File: src/hw/rtl/pwmc_pkg.sv
// pwmc_pkg: types and constants for the 16-channel PWM LED controller
// used by pwmc_chan and pwm_controller_16ch; depends on nothing else
package pwmc_pkg;

    // item function codes
    typedef enum logic [1:0] {
        FUNC_WRITE = 2'd0,
        FUNC_READ  = 2'd1,
        FUNC_TICK  = 2'd2,
        FUNC_NOP   = 2'd3
    } func_t;

    // byte position within one channel's register group
    typedef enum logic [1:0] {
        BYTE_ON_L  = 2'd0,
        BYTE_ON_H  = 2'd1,
        BYTE_OFF_L = 2'd2,
        BYTE_OFF_H = 2'd3
    } byte_sel_t;

    // register map
    localparam logic [7:0] REG_MODE     = 8'h00;
    localparam logic [7:0] REG_PRESCALE = 8'hFE;
    localparam logic [7:0] REG_CH_BASE  = 8'h06;

    // reset values and limits
    localparam logic [7:0] MODE_RESET     = 8'h11;
    localparam logic [7:0] PRESCALE_RESET = 8'd30;
    localparam logic [7:0] PRESCALE_MIN   = 8'd3;
    localparam int         SLEEP_BIT      = 4;
    localparam int         FULL_BIT       = 4;
    localparam int         STORED_CNT_BITS = 12;
    localparam int         MAX_CHANNELS   = 16;

    typedef struct packed {
        func_t       func;
        logic [7:0]  reg_addr;
        logic [7:0]  wdata;
    } in_item_t;

    typedef struct packed {
        logic [7:0]  rdata;
        logic [15:0] pwm_out;
    } out_item_t;

    // control from the top level to one channel
    typedef struct packed {
        logic      fire;
        logic      wr_en;
        byte_sel_t sel;
        logic      cnt_adv;
    } chan_ctrl_t;

endpackage

File: src/hw/rtl/pwm_controller_16ch.sv
// pwm_controller_16ch: top level of the 16-channel 12-bit PWM LED controller
// depends on pwmc_pkg and pwmc_chan
//
// Each item is a register write, a register read or one oscillator tick, and
// each gives exactly one result: the byte read (zero otherwise) and the channel
// levels after the item. An item is registered on entry and processed from
// there into the result register, so one item is taken every cycle when the
// output does not stall. The entry register also holds one item while a
// finished result waits to be taken.
// Registers: mode at 0x00 (bit 4 sleep), prescale at 0xFE (written only while
// asleep, values below 3 act as 3), and four bytes per channel from 0x06.
module pwm_controller_16ch #(
    parameter int CHANNELS   = 16,
    parameter int COUNT_BITS = 12
) (
    input  logic                clk,
    input  logic                rst_n,
    input  logic                in_valid,
    output logic                in_stall,
    input  pwmc_pkg::in_item_t  in_item,
    output logic                out_valid,
    input  logic                out_stall,
    output pwmc_pkg::out_item_t out_item
);

    logic                s1_valid_reg;
    pwmc_pkg::in_item_t  s1_item_reg;
    logic                out_valid_reg;
    pwmc_pkg::out_item_t out_item_reg;
    pwmc_pkg::out_item_t out_next;

    logic [7:0]            mode_reg, mode_next;
    logic [7:0]            prescale_reg, prescale_next;
    logic [7:0]            pcount_reg, pcount_next;
    logic [COUNT_BITS-1:0] pwm_count_reg, pwm_count_next;

    logic       fire;
    logic       is_write, is_read, is_tick;
    logic       awake;
    logic [7:0] eff_prescale;
    logic       cnt_adv;
    logic [7:0] ch_off;
    logic       chan_hit;
    logic [CHANNELS-1:0] ch_sel;
    logic [CHANNELS-1:0] lvl_next;
    logic [7:0]          ch_rdata [CHANNELS];
    logic [7:0]          rdata;
    logic [15:0]         pwm_bits;

    // handshake: the entry stage empties whenever the result register can load
    assign fire      = s1_valid_reg && (!out_valid_reg || !out_stall);
    assign in_stall  = s1_valid_reg && !fire;
    assign out_valid = out_valid_reg;
    assign out_item  = out_item_reg;

    // function decode
    always_comb
    begin
        is_write = 1'b0;
        is_read  = 1'b0;
        is_tick  = 1'b0;
        unique case (s1_item_reg.func)
            pwmc_pkg::FUNC_WRITE: is_write = 1'b1;
            pwmc_pkg::FUNC_READ:  is_read  = 1'b1;
            pwmc_pkg::FUNC_TICK:  is_tick  = 1'b1;
            pwmc_pkg::FUNC_NOP:   ;
            default:              ;
        endcase
    end

    // channel window decode
    assign ch_off   = s1_item_reg.reg_addr - pwmc_pkg::REG_CH_BASE;
    assign chan_hit = (s1_item_reg.reg_addr >= pwmc_pkg::REG_CH_BASE)
                   && (ch_off < 8'(4 * CHANNELS));

    always_comb
    begin
        for (int c = 0; c < CHANNELS; c++)
            ch_sel[c] = chan_hit && (ch_off[5:2] == 4'(c));
    end

    // mode and prescale writes
    always_comb
    begin
        mode_next     = mode_reg;
        prescale_next = prescale_reg;
        if (is_write && (s1_item_reg.reg_addr == pwmc_pkg::REG_MODE))
            mode_next = s1_item_reg.wdata;
        if (is_write && (s1_item_reg.reg_addr == pwmc_pkg::REG_PRESCALE)
            && mode_reg[pwmc_pkg::SLEEP_BIT])
            prescale_next = s1_item_reg.wdata;
    end

    // prescaler and pwm counter
    assign awake        = !mode_reg[pwmc_pkg::SLEEP_BIT];
    assign eff_prescale = (prescale_reg < pwmc_pkg::PRESCALE_MIN) ?
                          pwmc_pkg::PRESCALE_MIN : prescale_reg;

    always_comb
    begin
        pcount_next    = pcount_reg;
        pwm_count_next = pwm_count_reg;
        cnt_adv        = 1'b0;
        if (is_tick && awake)
        begin
            if (pcount_reg >= eff_prescale)
            begin
                pcount_next    = '0;
                pwm_count_next = pwm_count_reg + COUNT_BITS'(1);
                cnt_adv        = 1'b1;
            end
            else
            begin
                pcount_next = pcount_reg + 8'd1;
            end
        end
    end

    // channel bank
    for (genvar g = 0; g < CHANNELS; g++)
    begin : g_chan
        pwmc_pkg::chan_ctrl_t ctrl;

        always_comb
        begin
            ctrl.fire    = fire;
            ctrl.wr_en   = fire && is_write && ch_sel[g];
            ctrl.sel     = pwmc_pkg::byte_sel_t'(ch_off[1:0]);
            ctrl.cnt_adv = fire && cnt_adv;
        end

        pwmc_chan #(
            .COUNT_BITS (COUNT_BITS)
        ) u_chan (
            .clk        (clk),
            .rst_n      (rst_n),
            .ctrl       (ctrl),
            .wdata      (s1_item_reg.wdata),
            .pwm_count  (pwm_count_next),
            .rdata      (ch_rdata[g]),
            .level_next (lvl_next[g])
        );
    end

    // read data select
    always_comb
    begin
        rdata = 8'h00;
        if (is_read)
        begin
            if (s1_item_reg.reg_addr == pwmc_pkg::REG_MODE)
                rdata = mode_reg;
            else if (s1_item_reg.reg_addr == pwmc_pkg::REG_PRESCALE)
                rdata = prescale_reg;
            else
            begin
                for (int c = 0; c < CHANNELS; c++)
                    rdata = rdata | (ch_rdata[c] & {8{ch_sel[c]}});
            end
        end
    end

    // result assembly, unused channel bits stay low
    always_comb
    begin
        pwm_bits = '0;
        for (int c = 0; c < CHANNELS; c++)
            pwm_bits[c] = lvl_next[c];
        out_next.rdata   = rdata;
        out_next.pwm_out = pwm_bits;
    end

    // control state and counters
    always_ff @(posedge clk or negedge rst_n)
    begin
        if (!rst_n)
        begin
            s1_valid_reg  <= 1'b0;
            out_valid_reg <= 1'b0;
            mode_reg      <= pwmc_pkg::MODE_RESET;
            prescale_reg  <= pwmc_pkg::PRESCALE_RESET;
            pcount_reg    <= '0;
            pwm_count_reg <= '0;
        end
        else
        begin
            if (!in_stall)
                s1_valid_reg <= in_valid;
            if (fire)
                out_valid_reg <= 1'b1;
            else if (!out_stall)
                out_valid_reg <= 1'b0;
            if (fire)
            begin
                mode_reg      <= mode_next;
                prescale_reg  <= prescale_next;
                pcount_reg    <= pcount_next;
                pwm_count_reg <= pwm_count_next;
            end
        end
    end

    // payload registers
    always_ff @(posedge clk)
    begin
        if (in_valid && !in_stall)
            s1_item_reg <= in_item;
        if (fire)
            out_item_reg <= out_next;
    end

endmodule

File: src/hw/rtl/pwmc_chan.sv
// pwmc_chan: one PWM channel, its ON/OFF count registers, full flags and level
// depends on pwmc_pkg
module pwmc_chan #(
    parameter int COUNT_BITS = 12
) (
    input  logic                  clk,
    input  logic                  rst_n,
    input  pwmc_pkg::chan_ctrl_t  ctrl,
    input  logic [7:0]            wdata,
    input  logic [COUNT_BITS-1:0] pwm_count,
    output logic [7:0]            rdata,
    output logic                  level_next
);

    logic [pwmc_pkg::STORED_CNT_BITS-1:0] on_reg, on_next;
    logic [pwmc_pkg::STORED_CNT_BITS-1:0] off_reg, off_next;
    logic full_on_reg, full_on_next;
    logic full_off_reg, full_off_next;
    logic level_reg;

    // register byte writes
    always_comb
    begin
        on_next       = on_reg;
        off_next      = off_reg;
        full_on_next  = full_on_reg;
        full_off_next = full_off_reg;
        if (ctrl.wr_en)
        begin
            unique case (ctrl.sel)
                pwmc_pkg::BYTE_ON_L:  on_next[7:0]  = wdata;
                pwmc_pkg::BYTE_ON_H:
                begin
                    on_next[11:8] = wdata[3:0];
                    full_on_next  = wdata[pwmc_pkg::FULL_BIT];
                end
                pwmc_pkg::BYTE_OFF_L: off_next[7:0] = wdata;
                pwmc_pkg::BYTE_OFF_H:
                begin
                    off_next[11:8] = wdata[3:0];
                    full_off_next  = wdata[pwmc_pkg::FULL_BIT];
                end
                default: ;
            endcase
        end
    end

    // output level: full-off over full-on over off match over on match
    always_comb
    begin
        level_next = level_reg;
        if (full_off_next)
            level_next = 1'b0;
        else if (full_on_next)
            level_next = 1'b1;
        else if (ctrl.cnt_adv && (pwm_count == off_next[COUNT_BITS-1:0]))
            level_next = 1'b0;
        else if (ctrl.cnt_adv && (pwm_count == on_next[COUNT_BITS-1:0]))
            level_next = 1'b1;
    end

    // read back of the selected byte
    always_comb
    begin
        unique case (ctrl.sel)
            pwmc_pkg::BYTE_ON_L:  rdata = on_reg[7:0];
            pwmc_pkg::BYTE_ON_H:  rdata = {3'b000, full_on_reg, on_reg[11:8]};
            pwmc_pkg::BYTE_OFF_L: rdata = off_reg[7:0];
            pwmc_pkg::BYTE_OFF_H: rdata = {3'b000, full_off_reg, off_reg[11:8]};
            default:              rdata = 8'h00;
        endcase
    end

    // state update, once per processed item
    always_ff @(posedge clk or negedge rst_n)
    begin
        if (!rst_n)
        begin
            on_reg       <= '0;
            off_reg      <= '0;
            full_on_reg  <= 1'b0;
            full_off_reg <= 1'b0;
            level_reg    <= 1'b0;
        end
        else if (ctrl.fire)
        begin
            on_reg       <= on_next;
            off_reg      <= off_next;
            full_on_reg  <= full_on_next;
            full_off_reg <= full_off_next;
            level_reg    <= level_next;
        end
    end

endmodule

File: config.mk
export PLATFORM = sky130hd
export DESIGN_NAME = pwm_controller_16ch
export DESIGN_NICKNAME = d
export VERILOG_FILES = /design/src/hw/rtl/pwmc_pkg.sv /design/src/hw/rtl/pwm_controller_16ch.sv /design/src/hw/rtl/pwmc_chan.sv
export SDC_FILE = /design/constraint.sdc
export NUM_CORES = 1
export LEC_CHECK = 0
export BUFFER_PORTS_ARGS = -buffer_cell sky130_fd_sc_hd__buf_2
export CAP_MARGIN = 25
export CORE_ASPECT_RATIO = 0.7
export CORE_UTILIZATION = 40
export DETAILED_ROUTE_END_ITERATION = 6
export SKIP_CTS_REPAIR_TIMING = 1
export SLEW_MARGIN = 10
export SYNTH_ARGS = -nofsm -noshare
export SYNTH_HDL_FRONTEND = slang
export SYNTH_SLANG_ARGS = --single-unit
File: constraint.sdc
create_clock -name clk -period 3.77 [get_ports clk]
set_input_delay 0.754 -clock clk [delete_from_list [all_inputs] [get_ports clk]]
set_output_delay 0.754 -clock clk [all_outputs]
set_load 0.01 [all_outputs]
Word-level counts from Yosys, hierarchy flattened --
Index checks and enable logic that the tools add are counted.
Storage, ports and cells: input bits 22, output and inout bits 26, logic and storage cells 523, bits in registers 512
Cells by class: reduce and logical (&&, ||, !) cells 87, add/sub/neg operators 3, equality and inequality tests 54, bitwise gates (word level) 31, $lt $le $gt $ge 4, mux-type cells 253
Operator list (number):
- $pmux W8 S4 | 16
- $mux W12 | 34
- $eq A12 B12 Y1 | 32
- $mux W8 | 36
- $mux W1 | 135
- $and A8 B8 Y8 | 16
- $mux W4 | 32
- $or A8 B8 Y8 | 15
- $logic_and A1 B1 Y1 | 74
- $eq A4 B4 Y1 const B | 8
- $eq A4 B3 Y1 const B | 4
- $add A12 B1 Y12 const B | 1
- $add A8 B1 Y8 const B | 1
- $eq A4 B2 Y1 const B | 2
- $eq A8 B8 Y1 const B | 1
- $ge A8 B3 Y1 const B | 1
- $ge A8 B8 Y1 | 1
- $logic_not A8 Y1 | 1
- $lt A8 B2 Y1 const B | 1
- $lt A8 B7 Y1 const B | 1
- $sub A8 B3 Y8 const B | 1
- $eq A2 B2 Y1 const B | 3
- $reduce_and A2 Y1 | 3
- $logic_not A1 Y1 | 5
- other kinds (6) | 8

Longest topological paths before layout --
Gate-level depths: netlist of run 1.
depth after elaboration 22, depth in mapped cells 17

Hierarchy --
From an unflattened synthesis of run 1, not the netlist that was laid out.
Second synthesis, totals: cells, all modules 3764, area, all modules 35790.6 um^2
By module, submodules not included:
- pwmc_chan at g_chan[12].u_chan ... | area an instance 1875.5 um^2, cells each 199, instances 13
- pwmc_chan at g_chan[0].u_chan ... | area an instance 2087.0 um^2, cells each 211, instances 3
- pwm_controller_16ch | area an instance 5147.4 um^2, cells each 544, instances 1

Worst setup path after synthesis of run 1 --
No wires, ideal clock.
path type register to register, from reg prescale_reg[4], to reg out_item_reg (netlist bit out_item[14]), data pin, path slack -336 ps, required time 3504 ps, setup time 266 ps, arrival time 3839 ps, path buffers 2, stages on the path, launching flop included 15, cell sequence dfstp_2 nor2_1 a31o_2 ha_1 nand2b_1 a2111o_1 a31o_2 nand2_1 mux2i_2 buf_2 buf_1 nor2_1 nor4b_1 nand4_1 nor3b_1
On the way: longest elaborated chain between the ends 11, elaborated cells on any way between the ends 16
RTL lines:
- start: declaration | line pwm_controller_16ch.sv:33 | logic [7:0] prescale_reg, prescale_next;
- start signal: assignment | line pwm_controller_16ch.sv:181 | prescale_reg <= pwmc_pkg::PRESCALE_RESET;
- start signal: assignment | line pwm_controller_16ch.sv:196 | prescale_reg <= prescale_next;
- $lt A8 B2 Y1 | line pwm_controller_16ch.sv:96 | assign eff_prescale = (prescale_reg < pwmc_pkg::PRESCALE_MIN) ?
- $mux W8 (*) | line pwm_controller_16ch.sv:96
- $ge A8 B8 Y1 (*) | line pwm_controller_16ch.sv:106 | if (pcount_reg >= eff_prescale)
- $mux W12 / $mux W1 (equally long branches) | line pwm_controller_16ch.sv:106
- $mux W12 / $mux W1 (equally long branches) | line pwm_controller_16ch.sv:104 | if (is_tick && awake)
- $eq A12 B12 Y1 / $logic_and A1 B1 Y1 (equally long branches) | line pwmc_chan.sv:58, pwm_controller_16ch.sv:129
- $logic_and A1 B1 Y1 | line pwmc_chan.sv:58 | else if (ctrl.cnt_adv && (pwm_count == on_next[COUNT_BITS-1:0]))
- $mux W1 | line pwmc_chan.sv:58
- $mux W1 (*) | line pwmc_chan.sv:56 | else if (ctrl.cnt_adv && (pwm_count == off_next[COUNT_BITS-1:0]))
- $mux W1 (*) | line pwmc_chan.sv:54 | else if (full_on_next)
- $mux W1 (*) | line pwmc_chan.sv:52 | if (full_off_next)
- net g_chan[14].u_chan.level_next | line pwmc_chan.sv:12 | output logic level_next
- end signal: assignment | line pwm_controller_16ch.sv:209 | out_item_reg <= out_next;
- end: declaration | line pwm_controller_16ch.sv:29 | pwmc_pkg::out_item_t out_item_reg;
Mark *: on every way through the listed nets, which the timed path passes. The rest lies on a longest branch. A chain may end at the register's enable or synchronous reset.

Worst setup path after layout of run 1 --
from reg prescale_reg[2], to reg g_chan[15].u_chan.level_reg
On the way: longest elaborated chain between the ends 11, elaborated cells on any way between the ends 16
RTL lines:
- $lt A8 B2 Y1 | line pwm_controller_16ch.sv:96
- $mux W8 (*) | line pwm_controller_16ch.sv:96
- $ge A8 B8 Y1 (*) | line pwm_controller_16ch.sv:106
- $mux W12 / $mux W1 (equally long branches) | line pwm_controller_16ch.sv:106
- $mux W12 / $mux W1 (equally long branches) | line pwm_controller_16ch.sv:104
- $eq A12 B12 Y1 / $logic_and A1 B1 Y1 (equally long branches) | line pwmc_chan.sv:58, pwm_controller_16ch.sv:129
- $logic_and A1 B1 Y1 | line pwmc_chan.sv:58
- $mux W1 | line pwmc_chan.sv:58
- $mux W1 (*) | line pwmc_chan.sv:56
- $mux W1 (*) | line pwmc_chan.sv:54
- $mux W1 (*) | line pwmc_chan.sv:52
- end signal: assignment | line pwmc_chan.sv:91 | level_reg <= level_next;
- end: declaration | line pwmc_chan.sv:19 | logic level_reg;
Mark *: on every way between the ends. The rest lies on a longest branch, timed or not.

==> qor.csv, run 1 <==
stage;metric;value;unit
status;status;finished with violations;
status;violations;setup timing;
run;cap_violations;0;
global_routing;grt_antenna_before_repair;2;
detailed_routing;drt.antenna.violating_nets;0;
sta;finalSetupTns;-7572;ps
synth;synth_most_common_cell;dfrtp_1;
sta;drv_slew;0;
clocking;cts_tree;yes;
clocking;clock-sinks;512;
global_routing;grt_max_degree;82;
sta;maxSlewHeadroom;35.55;%
pwr;peakVddDrop;0.3271;mV
synth;synthesis.nets;2416;
synth;yosys-top-cells-count;dfrtp_1, mux2_2, xor2_1, xnor2_1, nor2_1;
place;gp_congestion;0.9532;
synth;synth_edf_count;42;
global_routing;grt_usage;28.40;%
synth;yosysTopAreaCell;dfrtp_1;
sta;hold_ws;141.5;ps
setup_path;timing.rr.end;g_chan[15].u_chan.level_reg;
layout;insertedDiodeCount;0;
sta;fmax;0.2421;GHz
synth;avgSynthCellArea;12.11;um^2
detailed_routing;dr.first_iter.drc_count;2508;
floorplanning;die_area;0.07322;mm^2
pwr;leakage;0.01662;uW
place;io_buffers;47;
setup_path;path_class;reg2reg;
synth;async_reset_ff_share;91.80;%
synth;ys_seq_area_share;45.17;%
sta;fin_skew;27.92;ps
setup_path;crit_fanout;6;
floorplanning;start_util;40.90;%
floorplanning;die_height;226.7;um
sta;finalCritPeriodShare;109.6;%
setup_path;required;4290;ps
layout;final_util;51.72;%
clocking;cts-root-buf;clkbuf_16;
setup_path;worstPathArrival;4660;ps
setup_path;worstPathBufferInverterCount;3;
global_routing;gr-total-overflow;0;
layout;final_layout_size_suffix_gt1_share;43.56;%
detailed_routing;wire_per_inst;27.77;um
sta;setup_ws;-360.9;ps
sta;worst_pin_slew;966.8;ps
synth;yosysWarnings;0;
setup_path;cpLargestDelayFamily;compound AO/OA/AOI/OAI gates;
setup_path;crit_path_max_incr_delay;550;ps
detailed_routing;vias;22480;
worst_hold_path;hold_class;in2async;
setup_path;reg2regPathDepth;16;
global_routing;grt_pass1_wl;152500;um
setup_path;critPathCaptureType;flip-flop;
detailed_routing;routed_wl;105600;um
layout;fin_nets;2839;
setup_path;r2r_start;prescale_reg[2];
detailed_routing;vias_per_cell;5.912;
clocking;clk_path_buf_depth;3;
setup_path;cp_slowest_cell;or4_4;
sta;rsz0062_at_grt;true;
clocking;numCtsBuffers;53;
pwr;p_per_area;397.6;mW/mm^2
pwr;totalPowerFinal;14510;uW
place;post-dp-hpwl;74030;um
synth;ys_types;83;
floorplanning;fp.coreArea;0.07054;mm^2
layout;area_growth;26.46;%
clocking;clk_pin_slew_worst_paths;60;ps
floorplanning;io_pins;48;
synth;yosysTopAreaCellShare;40.25;%
clocking;worst_skew_pair.late_latency;640;ps
detailed_routing;firstDrtPassIters;6;
sta;finalHoldViolations;0;
setup_path;critPathLaunchType;flip-flop;
global_routing;grt_pass1_vias;22350;
setup_path;cp_cell_sequence;nor2_2 > a31o_2 > ha_4 > nand2b_4 > a2111o_1 > a31oi_4 > buf_12 > buf_6 > o31a_1 > nor2_4 > buf_12 > xor2_1 > or3_1 > or4_4 > and3_4 > o21ba_1;
layout;fill_cells;6109;
sta;setup_viol;32;
sta;min_period;4131;ps
synth;synth_ff_type;dfrtp_1;
synth;synthesis.area;0.02885;mm^2
detailed_routing;drc;0;
synth;synth_area_leaders;dfrtp_1, mux2_2, xor2_1;
synth;ys_ff_latch;512;
floorplanning;die-width;323.0;um
clocking;htreeDepth;2;
synth;syn_inst;2383;
floorplanning;rows;81;
setup_path;timing.critical_path.mode_cell;buf_12;
setup_path;reg2reg_setup_slack;-360;ps
==> per-layer routing <==
metal | up-vias | GRT usage (%) | wire length, um
met2 | 1112 | 41.24 | 44660
li1 | 9489 | - | -
met4 | 0 | 6.283 | 2550
met1 | 11710 | 42.43 | 47620
met3 | 173 | 6.860 | 10780
met5 | - | 0 | 0
==> cells by family after synthesis <==
family	share of synthesized area (%)
fa+ha+maj	0.4771
flops	45.17
mux	24.45
compound gates	4.168
xor+xnor	11.40
simple gates	11.08
buf+inv	3.257
==> cell usage in the layout, fill, tap and decap left out, types with 10 or more instances in the layout <==
cell type and count:
mux2i_1 88, buf_12 53, nand3b_1 10, nand3_1 38
nand4b_1 11, nor3_1 49, nor3_2 31, buf_2 46
mux2_2 385, xor2_2 11, a21oi_1 24, a211oi_1 14
nor4_1 20, dfrtp_1 464, clkbuf_1 10, nand2b_1 12
clkbuf_8 14, o21ai_0 18, clkbuf_16 59, mux4_2 81
xor2_1 248, nor2_1 93, edfxtp_1 42, nor2_2 10
xnor2_1 105, nand4_1 72, inv_1 57, a22oi_1 22
nand2_1 91, buf_4 407, nor4_2 18
==> how the worst max path moves through the flow <==
stage	cells past startpoint	slack, ps	endpoint	start
2_1_floorplan	14	-7	out_item[14]	prescale_reg[4]
5_1_grt	16	-430	g_chan[15].u_chan.level_reg	prescale_reg[2]
6_report	16	-360	g_chan[15].u_chan.level_reg	prescale_reg[2]
4_1_cts	14	-430	out_item[8]	prescale_reg[3]
3_5_place_dp	14	-410	out_item[8]	prescale_reg[4]
3_3_place_gp	15	-420	g_chan[15].u_chan.level_reg	prescale_reg[3]
==> metrics by stage <==
step | instances | instance area, um^2 | setup WS [ps]
final | 3803 | 36480 | -360.9
after floorplan | 2383 | 28930 | -7.440
after global routing | 3803 | 36480 | -431.1
after global placement | 3629 | 33330 | -423.3
after CTS | 3728 | 35210 | -426.2
after detailed placement | 3630 | 33340 | -405.9
==> worst reg2reg max path, stage by stage, from the launching register on <==
cell	delay (ps)
dfstp_2	540
nor2_2	40
a31o_2	260
ha_4	210
nand2b_4	120
a2111o_1	530
a31oi_4	250
buf_12	160
buf_6	110
o31a_1	190
nor2_4	60
buf_12	160
xor2_1	160
or3_1	350
or4_4	550
and3_4	190
o21ba_1	160
==> power breakdown <==
part / internal, uW / leakage, uW / switching [uW]
Clock: 3400 / 0.000929 / 2370
Sequential: 5700 / 0.00692 / 105
Combinational: 1250 / 0.00877 / 1680
Total: 10300 / 0.0166 / 4160
==> cell type report <==
type | count | area, um^2 | share of cell area [%]
clock buffer | 78 | 1593 | 4.366
clock inverter | 20 | 280.3 | 0.7682
inverter | 58 | 217.7 | 0.5967
multi-input combinational | 1656 | 15520 | 42.54
sequential | 512 | 13030 | 35.72
tap | 954 | 1194 | 3.272
timing repair buffer | 525 | 4649 | 12.74
Power figures use the tool's default switching activity.
==> run 2: changes to the inputs <==
--- a/config.mk
+++ b/config.mk
@@ -10,6 +10,7 @@
 export CORE_ASPECT_RATIO = 0.7
 export CORE_UTILIZATION = 40
 export DETAILED_ROUTE_END_ITERATION = 6
+export PLACE_DENSITY = 0.65
 export SKIP_CTS_REPAIR_TIMING = 1
 export SLEW_MARGIN = 10
 export SYNTH_ARGS = -nofsm -noshare
==> run 2 against run 1 <==
The flow still finishes with violations (setup timing). Worst setup slack improved by 19 ps. Wire length grew 0.77%. Register-to-register slack improved by 20 ps. Die area unchanged. Hold slack worse by 33 ps. Core utilization grew 0.67 points. Global-route usage is 0.21 points lower. Sequential power hardly changed. Via count is 0.49% higher. Power fell by 0.62%.
==> qor.csv, run 2 (synthesis results as in run 1) <==
stage;metric;value;unit;change
status;status;finished with violations;;
status;violations;setup timing;;
layout;fin_cells;3796;;-0.18%
place;pre_cts_ws;-430.9;ps;-25.01 ps
detailed_routing;vias;22590;;+0.49%
pwr;totalPowerFinal;14420;uW;-0.62%
sta;maxSlewHeadroom;40.32;%;+4.8 points
worst_hold_path;hold_class;in2async;;
detailed_routing;routed_wl;106400;um;+0.77%
pwr;peakVddDrop;0.3231;mV;-1.2%
detailed_routing;vias_per_cell;5.952;;+0.68%
pwr;switching_share;28.34;%;-0.34 points
pwr;combPwrFrac;19.2;%;-1.0 points
sta;drv_slew;0;;unchanged
place;gp_congestion;0.9721;;+2.0%
pwr;power_frac_clock;40.5;%;+0.7 points
global_routing;grt_usage;28.19;%;-0.21 points
place;dpl_cell_area;0.03322;mm^2;-0.36%
pwr;p_per_area;390.1;mW/mm^2;-1.9%
place;post-dp-hpwl;73500;um;-0.72%
run;cap_violations;0;;unchanged
sta;min_period;4112;ps;-19.23 ps
pwr;leakage;0.01682;uW;+1.2%
setup_path;path_class;reg2reg;;
layout;mostFrequentLayoutCell;dfrtp_1;;
sta;setup_ws;-341.6;ps;+19.23 ps
sta;finalHoldViolations;0;;unchanged
layout;insertedDiodeCount;0;;unchanged
global_routing;grt_pass1_vias;22220;;-0.60%
global_routing;grt_antenna_before_repair;3;;+1
pwr;p_int;10330;uW;-0.15%
detailed_routing;drc;0;;unchanged
detailed_routing;drt.antenna.violating_nets;0;;unchanged
clocking;cts-root-buf;clkbuf_16;;
setup_path;critPathLaunchType;flip-flop;;
layout;area_growth;28.09;%;
layout;final_layout_size_suffix_gt1_share;44.58;%;+1.0 points
clocking;clock-sinks;512;;unchanged
global_routing;grt_pass1_wl;151300;um;-0.80%
layout;fill_cells;5983;;-2.1%
place;dp.cells;3613;;-0.47%
pwr;seq_power_share;40.3;%;+0.3 points
clocking;clk_pin_slew_worst_paths;70;ps;about the same
layout;fin_nets;2833;;-0.21%
clocking;htreeDepth;2;;unchanged
clocking;cts_tree;yes;;
setup_path;required;4140;ps;-150 ps
clocking;worst_skew_pair.late_latency;640;ps;about the same
floorplanning;rows;81;;unchanged
layout;fin_area;0.03695;mm^2;+1.3%
layout;final_cell_mix;dfrtp_1, mux2_2, buf_4, xor2_1, xnor2_1;;
floorplanning;die-width;323.0;um;unchanged
sta;fin_skew;26.45;ps;-1.462 ps
sta;fmax;0.2432;GHz;+0.47%
pwr;p_sw;4086;uW;-1.8%
floorplanning;die_height;226.7;um;unchanged
place;io_buffers;47;;unchanged
detailed_routing;firstDrtPassIters;6;;unchanged
setup_path;critPathCaptureType;flip-flop;;
global_routing;grt_max_degree;95;;+16%
sta;finalCritPeriodShare;109.1;%;-0.51 points
global_routing;gr-total-overflow;0;;unchanged
floorplanning;die_area;0.07322;mm^2;unchanged
detailed_routing;wire_per_inst;28.03;um;+0.95%
setup_path;crit_fanout;4;;-2
sta;worst_pin_slew;888.4;ps;-78.39 ps
clocking;numCtsBuffers;52;;-1.9%
floorplanning;start_util;40.90;%;unchanged
sta;setup_viol;33;;+3.1%
sta;finalSetupTns;-6596;ps;+976.3 ps
clocking;clk_path_buf_depth;3;;unchanged
floorplanning;io_pins;48;;unchanged
setup_path;worstPathArrival;4480;ps;-180 ps
detailed_routing;dr.first_iter.drc_count;2639;;+5.2%
floorplanning;fp.coreArea;0.07054;mm^2;unchanged
sta;rsz0062_at_grt;true;;
## run 2: cell types whose count changed in the layout (fill, tap and decap cells not counted), moves of 5 or more
| cell | change |
|---|---|
| buf_12 | +10 |
| buf_4 | -29 |
| buf_6 | +10 |
| nand3_1 | -6 |
| nand3_2 | +6 |
| nor3_1 | -5 |
| xor2_1 | -7 |
| xor2_2 | +6 |
## run 2: stage by stage
| stage | utilization, % | hold slack, ps |
|---|---|---|
| 5_1_grt | 52.39 | 152.3 |
| 3_5_place_dp | 47.09 | 471.2 |
| 4_1_cts | 49.78 | 126.6 |
| 6_report | 52.39 | 108.5 |
| 2_1_floorplan | - | 452.2 |
| 3_3_place_gp | 47.09 | 459.8 |
## run 2: worst paths after layout
| check | to | start | slack [ps] | cells past startpoint |
|---|---|---|---|---|
| max in group asynchronous | g_chan[2].u_chan.off_reg[10] | rst_n | 2610 | 2 |
| hold reg to reg | out_valid | s1_valid_reg | 480 | 1 |
| setup reg to reg | out_item[5] | prescale_reg[2] | -340 | 14 |
| min in group clk | s1_item_reg[15] | in_item[15] | 300 | 1 |
| hold / removal | g_chan[6].u_chan.off_reg[7] | rst_n | 110 | 1 |
| setup / recovery | out_item[5] | prescale_reg[2] | -340 | 14 |
## run 2: per-layer routing
| metal | GRT usage (%) | vias up | share of wire (%) |
|---|---|---|---|
| met1 | 42.46 | 11780 | 45 |
| met3 | 6.752 | 183 | 11 |
| met4 | 8.256 | 2 | 2.7 |
| met5 | 0.7407 | - | 0.066 |
| li1 | - | 9432 | - |
| met2 | 39.57 | 1201 | 42 |
## run 2: critical path: stages, from the launching register on
cell	delay (ps)
dfstp_2	570
nor2_4	40
a31o_4	240
ha_4	200
nand2b_4	120
a2111o_1	510
buf_6	170
a31oi_4	320
nor4_4	100
or4_4	540
a22oi_2	190
nand4_1	160
or4_4	570
nand2_1	80
nor2_1	40
## run 2: power groups by stage
stage	clock network, uW	registers (uW)	logic (uW)
6_report	5840	5810	2770
5_1_grt	6110	5820	2890
4_1_cts	5890	5800	2340
3_5_place_dp	0	5910	2330
3_3_place_gp	0	5900	2300
2_1_floorplan	0	5870	1270
## run 2: cell type report
| cell class | count | area [um^2] | area share [%] |
|---|---|---|---|
| clock buffer | 76 | 1563 | 4.229 |
| clock inverter | 20 | 331.6 | 0.8973 |
| inverter | 58 | 217.7 | 0.5892 |
| multi-input combinational | 1656 | 15780 | 42.71 |
| sequential | 512 | 13030 | 35.26 |
| tap | 954 | 1194 | 3.230 |
| timing repair buffer | 520 | 4836 | 13.09 |
